File: src/hdl/pli_pkg.sv
// types, constants and control store of the piecewise-linear interpolator
package pli_pkg;

   localparam int VAL_W = 32;
   localparam int FRAC_W = 16;
   localparam int STEP_W = 6;
   localparam int QUO_W = 32;
   localparam int DIV_CNT_W = $clog2(QUO_W);
   localparam logic [DIV_CNT_W-1:0] DIV_LAST = DIV_CNT_W'(QUO_W - 1);

   localparam logic signed [VAL_W-1:0] VAL_MAX = {1'b0, {(VAL_W-1){1'b1}}};
   localparam logic signed [VAL_W-1:0] VAL_MIN = {1'b1, {(VAL_W-1){1'b0}}};

   typedef enum logic [1:0] {
      OPC_CLEAR  = 2'd0,
      OPC_APPEND = 2'd1,
      OPC_QUERY  = 2'd2,
      OPC_UNUSED = 2'd3
   } opcode_type;

   // datapath actions
   typedef enum logic [4:0] {
      A_NOP,
      A_CLEAR,
      A_APPEND,
      A_EMIT_ERR,
      A_LAT_LO,
      A_LAT_HI,
      A_LAT_LO_CI,
      A_RETREAT,
      A_ADVANCE,
      A_IDX_ZERO,
      A_DIV_INIT,
      A_DIV_PREP,
      A_DIV_STEP,
      A_DIV_DONE,
      A_SLOPE_SAT,
      A_DIFF,
      A_MUL,
      A_EMIT_SUM,
      A_EMIT_LO,
      A_EMIT_HI
   } act_type;

   // table read address select
   typedef enum logic [2:0] {
      RD_NONE,
      RD_FIRST,
      RD_LAST,
      RD_CI,
      RD_CI1,
      RD_NEXT,
      RD_PREV
   } rd_type;

   // branch conditions
   typedef enum logic [3:0] {
      C_NEVER,
      C_ALWAYS,
      C_FULL,
      C_EMPTY,
      C_LE_LO,
      C_GE_HI,
      C_NO_CACHE,
      C_HIT,
      C_IDX_ZERO,
      C_HOLDS,
      C_NEXT_OUT,
      C_DIV_TRIVIAL,
      C_DIV_BUSY
   } cond_type;

   typedef struct packed {
      act_type             act;
      rd_type              rd;
      cond_type            cond;
      logic [STEP_W-1:0]   target;
      logic                fin;
   } uword_type;

   typedef struct packed {
      logic    en;
      act_type act;
      rd_type  rd;
   } ctl_type;

   typedef struct packed {
      logic full;
      logic empty;
      logic le_lo;
      logic ge_hi;
      logic no_cache;
      logic hit;
      logic idx_zero;
      logic holds;
      logic next_out;
      logic div_trivial;
      logic div_busy;
      logic out_blocked;
   } stat_type;

   localparam logic [STEP_W-1:0] S_CLEAR      = STEP_W'(0);
   localparam logic [STEP_W-1:0] S_APPEND     = STEP_W'(1);
   localparam logic [STEP_W-1:0] S_APPEND_WR  = STEP_W'(2);
   localparam logic [STEP_W-1:0] S_ERR        = STEP_W'(3);
   localparam logic [STEP_W-1:0] S_QUERY      = STEP_W'(4);
   localparam logic [STEP_W-1:0] S_RD_LAST    = STEP_W'(5);
   localparam logic [STEP_W-1:0] S_CHK_LO     = STEP_W'(6);
   localparam logic [STEP_W-1:0] S_CHK_HI     = STEP_W'(7);
   localparam logic [STEP_W-1:0] S_CHK_CACHE  = STEP_W'(8);
   localparam logic [STEP_W-1:0] S_RD_CI1     = STEP_W'(9);
   localparam logic [STEP_W-1:0] S_LAT_CI1    = STEP_W'(10);
   localparam logic [STEP_W-1:0] S_CHK_HIT    = STEP_W'(11);
   localparam logic [STEP_W-1:0] S_CHK_DIR    = STEP_W'(12);
   localparam logic [STEP_W-1:0] S_BWD        = STEP_W'(13);
   localparam logic [STEP_W-1:0] S_BWD_LAT    = STEP_W'(14);
   localparam logic [STEP_W-1:0] S_BWD_CHK    = STEP_W'(15);
   localparam logic [STEP_W-1:0] S_BWD_LOOP   = STEP_W'(16);
   localparam logic [STEP_W-1:0] S_FWD_START  = STEP_W'(17);
   localparam logic [STEP_W-1:0] S_FWD_ADV    = STEP_W'(18);
   localparam logic [STEP_W-1:0] S_FWD        = STEP_W'(19);
   localparam logic [STEP_W-1:0] S_FWD_LAT    = STEP_W'(20);
   localparam logic [STEP_W-1:0] S_FWD_CHK    = STEP_W'(21);
   localparam logic [STEP_W-1:0] S_FWD_LOOP   = STEP_W'(22);
   localparam logic [STEP_W-1:0] S_SLOPE      = STEP_W'(23);
   localparam logic [STEP_W-1:0] S_DIV_PREP   = STEP_W'(24);
   localparam logic [STEP_W-1:0] S_DIV        = STEP_W'(25);
   localparam logic [STEP_W-1:0] S_DIV_DONE   = STEP_W'(26);
   localparam logic [STEP_W-1:0] S_DIFF       = STEP_W'(27);
   localparam logic [STEP_W-1:0] S_MUL        = STEP_W'(28);
   localparam logic [STEP_W-1:0] S_SUM        = STEP_W'(29);
   localparam logic [STEP_W-1:0] S_SLOPE_FIX  = STEP_W'(30);
   localparam logic [STEP_W-1:0] S_EMIT_LO    = STEP_W'(31);
   localparam logic [STEP_W-1:0] S_EMIT_HI    = STEP_W'(32);

   function automatic uword_type uw(act_type a, rd_type r, cond_type c,
                                    logic [STEP_W-1:0] t, logic f);
      uword_type w;
      w.act = a;
      w.rd = r;
      w.cond = c;
      w.target = t;
      w.fin = f;
      return w;
   endfunction

   // control store: one word per step, data read at a step is latched at the next
   function automatic uword_type ucode(logic [STEP_W-1:0] step);
      uword_type w;
      w = uw(A_NOP, RD_NONE, C_NEVER, S_CLEAR, 1'b1);
      unique case (step)
         S_CLEAR:     w = uw(A_CLEAR,     RD_NONE,  C_NEVER,       S_CLEAR,     1'b1);
         S_APPEND:    w = uw(A_NOP,       RD_NONE,  C_FULL,        S_ERR,       1'b0);
         S_APPEND_WR: w = uw(A_APPEND,    RD_NONE,  C_NEVER,       S_CLEAR,     1'b1);
         S_ERR:       w = uw(A_EMIT_ERR,  RD_NONE,  C_NEVER,       S_CLEAR,     1'b1);
         S_QUERY:     w = uw(A_NOP,       RD_FIRST, C_EMPTY,       S_ERR,       1'b0);
         S_RD_LAST:   w = uw(A_LAT_LO,    RD_LAST,  C_NEVER,       S_CLEAR,     1'b0);
         S_CHK_LO:    w = uw(A_LAT_HI,    RD_NONE,  C_LE_LO,       S_EMIT_LO,   1'b0);
         S_CHK_HI:    w = uw(A_NOP,       RD_NONE,  C_GE_HI,       S_EMIT_HI,   1'b0);
         S_CHK_CACHE: w = uw(A_NOP,       RD_CI,    C_NO_CACHE,    S_FWD_START, 1'b0);
         S_RD_CI1:    w = uw(A_LAT_LO_CI, RD_CI1,   C_NEVER,       S_CLEAR,     1'b0);
         S_LAT_CI1:   w = uw(A_LAT_HI,    RD_NONE,  C_NEVER,       S_CLEAR,     1'b0);
         S_CHK_HIT:   w = uw(A_NOP,       RD_NONE,  C_HIT,         S_DIFF,      1'b0);
         S_CHK_DIR:   w = uw(A_NOP,       RD_NONE,  C_GE_HI,       S_FWD_ADV,   1'b0);
         S_BWD:       w = uw(A_RETREAT,   RD_PREV,  C_IDX_ZERO,    S_ERR,       1'b0);
         S_BWD_LAT:   w = uw(A_LAT_LO,    RD_NONE,  C_NEVER,       S_CLEAR,     1'b0);
         S_BWD_CHK:   w = uw(A_NOP,       RD_NONE,  C_HOLDS,       S_SLOPE,     1'b0);
         S_BWD_LOOP:  w = uw(A_NOP,       RD_NONE,  C_ALWAYS,      S_BWD,       1'b0);
         S_FWD_START: w = uw(A_IDX_ZERO,  RD_NONE,  C_ALWAYS,      S_FWD,       1'b0);
         S_FWD_ADV:   w = uw(A_ADVANCE,   RD_NONE,  C_NEVER,       S_CLEAR,     1'b0);
         S_FWD:       w = uw(A_NOP,       RD_NEXT,  C_NEXT_OUT,    S_ERR,       1'b0);
         S_FWD_LAT:   w = uw(A_LAT_HI,    RD_NONE,  C_NEVER,       S_CLEAR,     1'b0);
         S_FWD_CHK:   w = uw(A_NOP,       RD_NONE,  C_HOLDS,       S_SLOPE,     1'b0);
         S_FWD_LOOP:  w = uw(A_NOP,       RD_NONE,  C_ALWAYS,      S_FWD_ADV,   1'b0);
         S_SLOPE:     w = uw(A_DIV_INIT,  RD_NONE,  C_NEVER,       S_CLEAR,     1'b0);
         S_DIV_PREP:  w = uw(A_DIV_PREP,  RD_NONE,  C_DIV_TRIVIAL, S_SLOPE_FIX, 1'b0);
         S_DIV:       w = uw(A_DIV_STEP,  RD_NONE,  C_DIV_BUSY,    S_DIV,       1'b0);
         S_DIV_DONE:  w = uw(A_DIV_DONE,  RD_NONE,  C_NEVER,       S_CLEAR,     1'b0);
         S_DIFF:      w = uw(A_DIFF,      RD_NONE,  C_NEVER,       S_CLEAR,     1'b0);
         S_MUL:       w = uw(A_MUL,       RD_NONE,  C_NEVER,       S_CLEAR,     1'b0);
         S_SUM:       w = uw(A_EMIT_SUM,  RD_NONE,  C_NEVER,       S_CLEAR,     1'b1);
         S_SLOPE_FIX: w = uw(A_SLOPE_SAT, RD_NONE,  C_ALWAYS,      S_DIFF,      1'b0);
         S_EMIT_LO:   w = uw(A_EMIT_LO,   RD_NONE,  C_NEVER,       S_CLEAR,     1'b1);
         S_EMIT_HI:   w = uw(A_EMIT_HI,   RD_NONE,  C_NEVER,       S_CLEAR,     1'b1);
         default: ;
      endcase
      return w;
   endfunction

   function automatic logic [STEP_W-1:0] entry_step(opcode_type op);
      logic [STEP_W-1:0] s;
      unique case (op)
         OPC_CLEAR:  s = S_CLEAR;
         OPC_APPEND: s = S_APPEND;
         OPC_QUERY:  s = S_QUERY;
         OPC_UNUSED: s = S_CLEAR;
         default:    s = S_CLEAR;
      endcase
      return s;
   endfunction

endpackage

File: src/hdl/pli_seq.sv
// microcode sequencer: step counter, control store lookup and branch logic
module pli_seq (
   input  logic                clock,
   input  logic                reset,
   input  logic                req_valid,
   input  logic [1:0]          req_opcode,
   input  pli_pkg::stat_type   stat,
   output logic                req_ready,
   output pli_pkg::ctl_type    ctl
);

   logic                        busy_ff, busy_in;
   logic [pli_pkg::STEP_W-1:0]  step_ff, step_in;
   pli_pkg::uword_type          word;
   pli_pkg::opcode_type         opc;
   logic                        cond_true;
   logic                        hold;

   assign word = pli_pkg::ucode(step_ff);
   assign opc = pli_pkg::opcode_type'(req_opcode);

   always_comb begin
      unique case (word.cond)
         pli_pkg::C_NEVER:       cond_true = 1'b0;
         pli_pkg::C_ALWAYS:      cond_true = 1'b1;
         pli_pkg::C_FULL:        cond_true = stat.full;
         pli_pkg::C_EMPTY:       cond_true = stat.empty;
         pli_pkg::C_LE_LO:       cond_true = stat.le_lo;
         pli_pkg::C_GE_HI:       cond_true = stat.ge_hi;
         pli_pkg::C_NO_CACHE:    cond_true = stat.no_cache;
         pli_pkg::C_HIT:         cond_true = stat.hit;
         pli_pkg::C_IDX_ZERO:    cond_true = stat.idx_zero;
         pli_pkg::C_HOLDS:       cond_true = stat.holds;
         pli_pkg::C_NEXT_OUT:    cond_true = stat.next_out;
         pli_pkg::C_DIV_TRIVIAL: cond_true = stat.div_trivial;
         pli_pkg::C_DIV_BUSY:    cond_true = stat.div_busy;
         default:                cond_true = 1'b0;
      endcase
   end

   // a result step waits while the output register still holds an untaken transaction
   assign hold = stat.out_blocked &&
                 (word.act == pli_pkg::A_EMIT_ERR || word.act == pli_pkg::A_EMIT_SUM ||
                  word.act == pli_pkg::A_EMIT_LO || word.act == pli_pkg::A_EMIT_HI);

   assign req_ready = !busy_ff;
   assign ctl.en = busy_ff && !hold;
   assign ctl.act = word.act;
   assign ctl.rd = word.rd;

   always_comb begin
      busy_in = busy_ff;
      step_in = step_ff;
      if (!busy_ff) begin
         if (req_valid) begin
            busy_in = (opc != pli_pkg::OPC_UNUSED);
            step_in = pli_pkg::entry_step(opc);
         end
      end else if (!hold) begin
         if (word.fin) begin
            busy_in = 1'b0;
         end else if (cond_true) begin
            step_in = word.target;
         end else begin
            step_in = step_ff + pli_pkg::STEP_W'(1);
         end
      end
   end

   always_ff @(posedge clock) begin
      if (reset) begin
         busy_ff <= 1'b0;
         step_ff <= pli_pkg::S_CLEAR;
      end else begin
         busy_ff <= busy_in;
         step_ff <= step_in;
      end
   end

endmodule

File: config.mk
export PLATFORM = sky130hd
export DESIGN_NAME = pli_seq
export DESIGN_NICKNAME = d
export VERILOG_FILES = /design/src/hdl/pli_pkg.sv /design/src/hdl/pli_seq.sv
export SDC_FILE = /design/constraint.sdc
export NUM_CORES = 1
export LEC_CHECK = 0
export CAP_MARGIN = 20
export CORE_MARGIN = 2
export CORE_UTILIZATION = 41
export CTS_CLUSTER_DIAMETER = 120
export CTS_CLUSTER_SIZE = 40
export DETAILED_ROUTE_END_ITERATION = 8
export DONT_BUFFER_PORTS = 1
export GPL_ROUTABILITY_DRIVEN = 0
export GPL_TIMING_DRIVEN = 0
export PLACE_DENSITY = 0.58
export RECOVER_POWER = 50
export SLEW_MARGIN = 25
export SYNTH_ARGS = -nofsm -noshare
export SYNTH_HDL_FRONTEND = slang
export SYNTH_SLANG_ARGS = --single-unit
File: constraint.sdc
create_clock -name clock -period 7 [get_ports clock]
set_clock_uncertainty 0.05 [all_clocks]
set_input_delay 0.7 -clock clock [delete_from_list [all_inputs] [get_ports clock]]
set_output_delay 0.7 -clock clock [all_outputs]
set_load 0.005 [all_outputs]
# Word-level counts from Yosys, hierarchy flattened
# Index checks and enable logic that the tools add are counted.
[word_totals] regBits=7 latch_bits=0 ramBits=0 rom_bits=0 input_bits=17 wordCells=83 memories=0
[op_classes] addsub=1 mul=0 n_div=0 order_cmp=0 n_eq_ne=54 n_shift=0 n_mux=12 bitwise_logic=0 reduce_logical=14
[op_table] cell="case mux 19 bit (31 select lines)" n=1
[op_table] cell="== test 6 x 5 -> 1 bit, second input constant" n=16
[op_table] cell="== test 6 x 4 -> 1 bit, second input constant" n=8
[op_table] cell="two-way mux 6 bit" n=5
[op_table] cell="== test 6 x 3 -> 1 bit, second input constant" n=4
[op_table] cell="== test 4 bit, second input constant" n=5
[op_table] cell="case mux 6 bit (3 select lines)" n=1
[op_table] cell="== test 4 x 3 -> 1 bit, second input constant" n=4
[op_table] cell="== test 5 bit, second input constant" n=3
[op_table] cell="== test 6 x 2 -> 1 bit, second input constant" n=2
[op_table] cell="case mux 1 bit (12 select lines)" n=1
[op_table] cell="== test 4 x 2 -> 1 bit, second input constant" n=2
[op_table] cell="adder 6 x 1 -> 6 bit, second input constant" n=1
[op_table] cell="== test 6 x 1 -> 1 bit, second input constant" n=1
[op_table] cell="== test 6 bit, second input constant" n=1
[op_table] cell="zero test 6 bit" n=1
[op_table] cell="inequality test 2 bit, second input constant" n=3
[op_table] cell="OR reduction 2 bit" n=3
[op_table] cell="== test 5 x 2 -> 1 bit, second input constant" n=1
[op_table] cell="== test 2 bit, second input constant" n=2
[op_table] cell="== test 4 x 1 -> 1 bit, second input constant" n=1
[op_table] cell="two-way mux 1 bit" n=4
[op_table] cell="logical OR 1 bit" n=3
[op_table] cell="AND reduction 3 bit" n=1
[op_table] cell="5 further kinds" n=7

# Logic depth before layout (Yosys ltp)
# Gate-level depths: netlist of run 1.
[logic_depth] word_depth=10 mapped_depth=12

# Least setup slack after synthesis of run 1
# No wires, ideal clock.
[synth_path] path_kind="reg2reg" startpoint="register step_ff[1] in the netlist's numbering" endpoint="register step_ff[1] in the netlist's numbering" arrival_ps=2792 required_ps=6833 slack_ps=4041 stages_incl_launch_ff=12 n_path_buf=1 period_less_slack_ps=2959 path_cell_list="dfxtp_1 inv_1 ha_1 buf_2 mux2_2 a32o_1 a21o_1 or2_1 nor3b_1 nor4_4 mux2_1 a22o_1"
[synth_between] elab_chain_cells=10 elab_cells_between_ends=65 cone_classes="add/sub: 1; eq/ne: 50; mux: 6; reduce/logical: 8"
[synth_rtl] item="start, declared" line="pli_seq.sv:13" text="logic [pli_pkg::STEP_W-1:0] step_ff, step_in;"
[synth_rtl] item="start signal, assigned" line="pli_seq.sv:73" text="step_ff <= pli_pkg::S_CLEAR;"
[synth_rtl] item="start signal, assigned" line="pli_seq.sv:76" text="step_ff <= step_in;"
[synth_rtl] item="parallel branches: the longest is 10 deep, another holds case mux 19 bit (31 select lines)"
# Parallel ways; which one is timed is not known. The select of a mux whose other input is x is not followed.
# A chain may end at the register's enable or synchronous reset.

# Worst setup path in the final report of run 1
[layout_path] startpoint="register step_ff[0] in the netlist's numbering" endpoint="register step_ff[1] in the netlist's numbering"
# Same word-level chain as after synthesis.

==> reports/results.tsv, run 1 <==
metric	value	unit
vias in the first global route	1574	
Critical R2R Capture	step_ff[1]	
All-Layer GR Usage	22.59	%
Max Root-Sink Buffers	2	
PostCTS Resize Cnt	0	
Synth Warn #	0	
Fmax	282.7	MHz
Layout Nets	250	
Cell Pwr Density	82.81	mW/mm^2
worst r2r src	step_ff[0]	
largest net degree at the start of global routing	11	
Worst-Skew Late Latency	230	ps
Async SR Flop Fraction	0	%
CP arrival	3600	ps
Post-Place Cells	272	
CP top delay family	compound AO/OA/AOI/OAI gates	
detailed placer's ending HPWL	3583	um
Hold Crit Class	input port to flop	
vias per inst	6.236	
Final Setup Violations	0	
final hold viol count	0	
P_leak	0.6346	nW
fin crit share	50.54	%
most frequent cell after synthesis	nand2_1	
IO buf count	0	
CP Launch Point	step_ff[0]	
Yosys top cell area share	9.143	%
fin util	45.04	%
status	finished clean	
Max-Cap Viols	0	
top cells by count, synth	nand2_1 (24), nor2_1 (22), a21oi_1 (15)	
Root Driver	clkbuf_8	
syn nets	245	
Slew Limit Fails	0	
CP max stage delay	500	ps
register area share after synthesis	9.143	%
Post-synth top flop	dfxtp_1	
htree depth	1	
die height	65.14	um
WHS Endpoint	step_ff[0]	
total power	0.0001355	W
IO Count	27	
Setup Buffers After CTS	0	
routed via count	1721	
CTS Buf Count	3	
worst vdd ir	0.00009747	V
Syn Inst Count	224	
hold path depth	1	
Worst Max-Slew Pin Slew	654.5	ps
top cells by area, synth	dfxtp_1 (9.1%), mux2i_1 (5.9%), nand2_1 (5.9%)	
number of synthesized flops with an enable pin	0	
Post-Route M1 WL	2036	um
Initial Util	42.18	%
Avg WL per Cell	16.86	um
met3 wire length	333	um
cell-internal power	0.00009644	W
crit start category	flop	
Die Width	65.14	um
Clock Power Share	41.8	%
critical-path cell with the highest stage delay	nor4_4	
Reg power frac	31.2	%
core area	0.003633	mm^2
Switching Share	28.84	%
Worst Path Buf+Inv	2	
CTS clk-pin slew, worst paths	40	ps
Min Clock Period, post-route	3538	ps
total die area	0.004243	mm^2
setup TNS	0	ps
final wirelength	4653	um
R2R Setup Slk	3460	ps
Synth cell types	61	
Antenna Nets Post-Route	0	
first-pass GRT wire length	7569	um
Yosys reg bits	7	
cell-by-cell trace of the critical path	ha_1 > clkbuf_1 > mux2_2 > o221ai_2 > and2_1 > buf_6 > a2111oi_0 > a211oi_1 > nor4_4 > mux2_1 > a22o_1	
DR iter-0 viols	252	
depth of the worst register-to-register path	11	
nature of the critical path endpoint	flop	
Logic pwr share	27.0	%
routed length on met2	2178	um
Sink Count	7	
Psw	0.00003909	W
Crit Path Class	flop to flop	
Residual DRC	0	
GRT overflow	0	
CTS Hold Bufs	0	
Area Growth Syn to Fin	6.776	%
Rel. slew slack	55.24	%
Antenna diodes	0	
Post-Syn Area	0.001533	mm^2
Data required, critical path	7060	ps
initial antenna violation count	0	
average size of a mapped cell	6.843	um^2
leading area contributor after synthesis	dfxtp_1	
clock tree from TritonCTS	done	
highest metal used	met4	
Hold Startpoint	reset	
share of layout cells above drive strength 1	10.53	%
First-pass DRT Iterations	5	
Rows	22	
Layout Cells excl Fill	276	
crit path max fanout	10	
RSZ-0062 raised after global routing	false	
-- registers in the layout, indices dropped and copies added, names as in the netlist --
register,cells
step_ff,6
busy_ff,1
-- power groups by stage --
stage / clock [W] / sequential (W) / combinational (W)
floorplan: 0 / 0.0000427 / 0.0000297
global route: 0.0000602 / 0.0000425 / 0.0000407
global placement: 0 / 0.0000429 / 0.0000362
detailed placement: 0 / 0.0000430 / 0.0000365
finish: 0.0000566 / 0.0000423 / 0.0000366
CTS: 0.0000575 / 0.0000423 / 0.0000367
-- worst register-to-register path, stage by stage (launching register included) --
cell and delay [ps]:
dfxtp_1 440, ha_1 180, clkbuf_1 370, mux2_2 260, o221ai_2 120, and2_1 180, buf_6 130, a2111oi_0 490
a211oi_1 140, nor4_4 500, mux2_1 380, a22o_1 180
-- metrics by stage --
step / instance area [um^2] / setup slack [ps] / hold WS (ps)
5_1_grt: 1637 / 3147 / 497.8
2_1_floorplan: 1533 / 4041 / 490.8
3_5_place_dp: 1593 / 3580 / 566.1
4_1_cts: 1638 / 3543 / 505.8
6_report: 1637 / 3462 / 506.6
3_3_place_gp: 1593 / 3564 / 553.1
-- worst max-delay path by stage --
stage | slack [ps] | end | cells after the start
floorplan | 4040 | step_ff[1] | 11
global placement | 3560 | step_ff[3] | 9
detailed placement | 3580 | step_ff[3] | 9
CTS | 3540 | step_ff[3] | 9
global route | 3150 | step_ff[1] | 11
finish | 3460 | step_ff[1] | 11
-- placed cells by master (no fill, tap or decap), types with 6 or more instances in the layout --
cell	n
mux2i_1	9
nor2_1	22
buf_2	8
dfxtp_1	7
o21ai_0	10
nor3_1	8
nand2_1	24
nor2b_1	6
clkbuf_1	10
a21oi_1	15
nand2b_1	10
-- routing by layer --
| layer | vias to the layer above | track usage [%] |
|---|---|---|
| li1 | 834 | - |
| met2 | 81 | 36.34 |
| met1 | 794 | 30.28 |
| met3 | 12 | 5.308 |
| met5 | - | 0 |
| met4 | 0 | 6.250 |
-- final cells by class --
| class | count | area [um^2] |
|---|---|---|
| plain buffers | 19 | 88.84 |
| clock buffers | 4 | 45.04 |
| fillers | 409 | 1997 |
| inverters | 8 | 30.03 |
| multi-input cells | 190 | 1272 |
| flip-flops and latches | 7 | 140.1 |
| well taps | 48 | 60.06 |
-- cells by family (layout without fill, tap and decap cells) --
group | count (synthesis) | count (layout) | synth area share (%)
and+or+nand+nor | 98 | 98 | 35.18
buffers and inverters | 27 | 31 | 7.836
muxes | 12 | 12 | 8.082
DFF | 7 | 7 | 9.143
adders and majority gates | 4 | 4 | 3.265
xor gates and xnor gates | 3 | 3 | 1.715
AOI/OAI and AO/OA | 73 | 73 | 34.78
Note: power is estimated with default switching activity, not from simulation.
==> run 2, diff against run 1 <==
--- a/config.mk
+++ b/config.mk
@@ -14,7 +14,7 @@
 export DONT_BUFFER_PORTS = 1
 export GPL_ROUTABILITY_DRIVEN = 0
 export GPL_TIMING_DRIVEN = 0
-export PLACE_DENSITY = 0.58
+export PLACE_DENSITY = 0.6
 export RECOVER_POWER = 50
 export SLEW_MARGIN = 25
 export SYNTH_ARGS = -nofsm -noshare
==> constraint.sdc (replaced) <==
create_clock -name clock -period 3.25 [get_ports clock]
set_clock_uncertainty 0.05 [all_clocks]
set_input_delay 0.325 -clock clock [delete_from_list [all_inputs] [get_ports clock]]
set_output_delay 0.325 -clock clock [all_outputs]
set_load 0.005 [all_outputs]
==> run 2 against run 1 <==
  * Clock-buffer cell count did not move
  * Highest routed layer unchanged
  * Critical path depth rose by 1
  * Critical endpoint is now step_ff[3]
  * Total power rose by 120%
  * Clock power rose by 120%
  * Fmax rose by 12%
  * Global-route usage fell by 0.88 points
==> reports/results.tsv, run 2 (synthesis gave the netlist of run 1 again) <==
metric	value	unit
Data required, critical path	3310	ps
routed via count	1713	
final worst slack	101.2	ps
initial antenna violation count	0	
final hold viol count	0	
IO buf count	0	
CP Launch Point	step_ff[0]	
Storage cell area	145.1	um^2
worst vdd ir	0.0003127	V
worst slack at placement	-130.5	ps
crit path max fanout	7	
critical-path cell with the highest stage delay	or4b_4	
Hold Crit Class	input port to flop	
Psw	0.00008698	W
Cell Pwr Density	174.8	mW/mm^2
R2R Setup Slk	100	ps
Die Width	65.14	um
CP arrival	3210	ps
GRT overflow	0	
Clock Power Share	40.8	%
cell-internal power	0.0002136	W
status	finished clean	
clock tree from TritonCTS	done	
die height	65.14	um
Residual DRC	0	
vias in the first global route	1465	
fin util	47.31	%
Sink Count	7	
Layout Nets	254	
detailed placer's ending HPWL	3495	um
Largest register FFs	6	
IO Count	27	
Worst Max-Slew Pin Slew	490.6	ps
Largest regs	step_ff: 6 flops, busy_ff: 1 flops	
Reg power frac	30.3	%
Avg WL per Cell	16.86	um
Initial Util	42.18	%
Switching Share	28.94	%
Min Clock Period, post-route	3149	ps
vias per inst	6.118	
core area	0.003633	mm^2
fin crit share	96.89	%
commonest non-fill, non-tap cells in the layout	nand2_1 (24), nor2_1 (22), a21oi_1 (15)	
CP top delay family	compound AO/OA/AOI/OAI gates	
nature of the critical path endpoint	flop	
crit start category	flop	
Root Driver	clkbuf_8	
Rows	22	
largest reg by FF count	step_ff	
fillers	383	
CTS Hold Bufs	0	
Antenna diodes	0	
Logic pwr share	28.9	%
most common cell after layout, fill and taps aside	nand2_1	
P_leak	0.6712	nW
final wirelength	4720	um
Area Growth Syn to Fin	12.16	%
total power	0.0003006	W
multi-input logic area	0.001315	mm^2
worst r2r src	step_ff[0]	
Final Setup Violations	0	
Fmax	317.6	MHz
Slew Limit Fails	0	
Rel. slew slack	67.04	%
Max Root-Sink Buffers	2	
All-Layer GR Usage	21.70	%
CTS Buf Count	3	
First-pass DRT Iterations	4	
CTS clk-pin slew, worst paths	40	ps
first-pass GRT wire length	7314	um
Hold Startpoint	reset	
Antenna Nets Post-Route	0	
Worst-Skew Late Latency	230	ps
Crit Path Class	flop to flop	
Max-Cap Viols	0	
cell-by-cell trace of the critical path	inv_1 > ha_2 > mux2_2 > a32o_1 > a21o_1 > or4b_4 > o2bb2ai_2 > nor4_4 > buf_4 > buf_4 > a211o_1 > a32o_1	
total die area	0.004243	mm^2
share of layout cells above drive strength 1	17.24	%
largest net degree at the start of global routing	11	
CP max stage delay	530	ps
htree depth	1	
Worst Path Buf+Inv	3	
DR iter-0 viols	202	
## run 2: changes by cell type in the layout (fill, tap and decap cells not counted), sizes merged
cell,delta
clkbuf,-1
buf,+5
## run 2: power groups by stage
stage / Sequential, W / Combinational (W) / Clock [W]
2_1_floorplan: 0.0000919 / 0.0000639 / 0
3_3_place_gp: 0.0000926 / 0.0000776 / 0
3_5_place_dp: 0.0000927 / 0.0000775 / 0
4_1_cts: 0.0000914 / 0.0000822 / 0.000127
5_1_grt: 0.0000915 / 0.0000943 / 0.000130
6_report: 0.0000911 / 0.0000869 / 0.000123
## run 2: timing repair
item	in CTS	in global routing
pin swaps	2	1
resized for setup	4	11
buffers inserted	4	1
endpoints found under the setup margin	6	7
## run 2: final cells by class
cell class,count,area share (%)
Multi-Input combinational cell,190,76.49
Clock buffer,4,2.620
Buffer,18,5.022
Timing Repair Buffer,5,2.183
Inverter,8,1.747
Tap cell,48,3.493
Sequential cell,7,8.442
## run 2: worst register-to-register path, stage by stage, from the launching register on
cell and delay (ps):
dfxtp_4 380, inv_1 80, ha_2 230, mux2_2 280, a32o_1 210, a21o_1 220, or4b_4 530, o2bb2ai_2 180
nor4_4 50, buf_4 160, buf_4 150, a211o_1 270, a32o_1 250
## run 2: metal layers
metal / GRT usage, % / wire [um] / part of all wire, %
met3: 1.541 / 334 / 7.1
met4: 7.552 / 124 / 2.6
met2: 34.28 / 2202 / 47
met5: 0 / 0 / 0
met1: 31.16 / 2059 / 44
## run 2: path summary, 6_finish.rpt
path	end	depth (start not counted)
hold / removal	step_ff[0]	1
hold reg to reg	step_ff[1]	1
setup / recovery	step_ff[3]	12
setup reg to reg	step_ff[3]	12
## run 2: per-stage QoR
stage	cells	instance area [um^2]	setup TNS [ps]	hold WS, ps
after floorplan	224	1533	0	362.7
after global placement	272	1593	-543.7	366.2
after detailed placement	272	1593	-210.8	372.6
after CTS	279	1673	0	125.4
after global routing	280	1719	-2.367	124.3
final	280	1719	0	131.2
==> run 3, diff against run 2 <==
--- a/config.mk
+++ b/config.mk
@@ -13,7 +13,6 @@
 export DETAILED_ROUTE_END_ITERATION = 8
 export DONT_BUFFER_PORTS = 1
 export GPL_ROUTABILITY_DRIVEN = 0
-export GPL_TIMING_DRIVEN = 0
 export PLACE_DENSITY = 0.6
 export RECOVER_POWER = 50
 export SLEW_MARGIN = 25
==> run 3 against run 2 <==
  * Register-to-register slack gained 80 ps
  * Highest routed layer unchanged
  * Largest cell class unchanged
  * Worst setup slack gained 83 ps
  * Wire length grew 1.0%
  * Critical endpoint unchanged
==> reports/results.tsv, run 3 (synthesis gave the netlist of run 1 again) <==
metric	value	unit
nature of the critical path endpoint	flop	
total die area	0.004243	mm^2
Rel. slew slack	70.98	%
met3 wire length	347	um
largest net degree at the start of global routing	18	
Hold Crit Class	input port to flop	
die height	65.14	um
commonest non-fill, non-tap cells in the layout	nand2_1 (24), nor2_1 (22), buf_4 (21)	
crit start category	flop	
setup TNS	0	ps
vias per inst	6.204	
final hold viol count	0	
final wirelength	4769	um
Worst Max-Slew Pin Slew	424.3	ps
Sink Count	7	
crit path max fanout	6	
Largest register FFs	6	
CTS clk-pin slew, worst paths	40	ps
All-Layer GR Usage	22.95	%
Initial Util	42.18	%
initial antenna violation count	0	
Residual DRC	0	
RSZ-0062 raised after global routing	false	
CP arrival	3130	ps
Antenna diodes	0	
CTS Buf Count	3	
most common cell after layout, fill and taps aside	nand2_1	
routed length on met2	2258	um
Fmax	326.1	MHz
Cell Pwr Density	170.2	mW/mm^2
share of layout cells above drive strength 1	16.38	%
First-pass DRT Iterations	4	
GRT overflow	0	
detailed placer's ending HPWL	3735	um
largest reg by FF count	step_ff	
Avg WL per Cell	17.03	um
Die Width	65.14	um
fin crit share	94.34	%
worst vdd ir	0.0002018	V
status	finished clean	
htree depth	1	
highest metal used	met4	
Crit Path Class	flop to flop	
core area	0.003633	mm^2
fillers	384	
Rows	22	
Max-Cap Viols	0	
Area Growth Syn to Fin	12.33	%
Antenna Nets Post-Route	0	
Data required, critical path	3310	ps
fin util	47.38	%
clock tree from TritonCTS	done	
first-pass GRT wire length	7762	um
Max Root-Sink Buffers	2	
vias in the first global route	1580	
routed via count	1737	
Worst-Skew Late Latency	220	ps
Final Setup Violations	0	
Slew Limit Fails	0	
IO Count	27	
Root Driver	clkbuf_8	
Post-Route M1 WL	2058	um
IO buf count	0	
P_leak	0.6863	nW
CTS Hold Bufs	0	
Largest regs	step_ff: 6 flops, busy_ff: 1 flops	
DR iter-0 viols	242	
Layout Nets	254	
Min Clock Period, post-route	3066	ps
## run 3: changes by cell type in the layout (fill, tap and decap cells not counted), moves of 2 or more
cell,before,now
nor3b_1,0,2
ha_1,2,4
buf_2,8,0
buf_4,5,21
clkbuf_1,8,3
nor3b_2,3,1
## run 3: through the flow
step | hold slack [ps] | cells | cell area, um^2 | total power [W] | setup WS, ps
CTS | 130.2 | 280 | 1720 | 0.0002963 | 147.5
finish | 128.0 | 280 | 1722 | 0.0002931 | 183.8
detailed placement | 368.7 | 276 | 1675 | 0.0001739 | 154.3
global placement | 365.0 | 276 | 1675 | 0.0001742 | 225.5
floorplan | 362.7 | 224 | 1533 | 0.0001558 | 291.2
global route | 131.4 | 280 | 1722 | 0.0003115 | 9.180
## run 3: timing repair
item / 4_1_cts / 5_1_grt
endpoints found under the setup margin: 0 / 6
setup buffers: 0 / 0
endpoints found under the hold margin: 0 / 0
resized for setup: 0 / 3
## run 3: metal layers
layer | vias up | track usage (%)
met1 | 799 | 32.39
li1 | 842 | -
met3 | 12 | 2.226
met2 | 84 | 35.95
met5 | - | 0
met4 | 0 | 9.115
## run 3: report_power, final
group	total (W)	internal [W]	switching (W)
logic	0.0000805	0.0000378	0.0000426
registers	0.0000929	0.0000887	0.00000427
clock network	0.000120	0.0000846	0.0000350
## run 3: worst max-delay path, stage by stage (launching register included)
cell and delay [ps]:
dfxtp_1 400, inv_1 90, ha_1 220, mux2_2 280, a32o_1 210, a21o_1 220, or4b_1 530, o2bb2ai_2 180
nor4_4 70, buf_4 180, a211o_1 270, a32o_1 240
## run 3: final timing paths
check,start,end,slack (ps),cells past startpoint
worst max-delay path,step_ff[1],step_ff[3],180,11
worst min-delay path,reset,step_ff[0],130,1
worst max register to register,step_ff[1],step_ff[3],180,11
worst min register to register,step_ff[0],step_ff[0],530,2
## run 3: final cells by class
| cell class | instances | area, um^2 | area share (%) |
|---|---|---|---|
| Timing Repair Buffer | 23 | 165.2 | 9.593 |
| Inverter | 8 | 30.03 | 1.744 |
| Multi-Input combinational cell | 190 | 1280 | 74.35 |
| Tap cell | 48 | 60.06 | 3.488 |
| Clock buffer | 4 | 45.04 | 2.616 |
| Sequential cell | 7 | 141.4 | 8.212 |
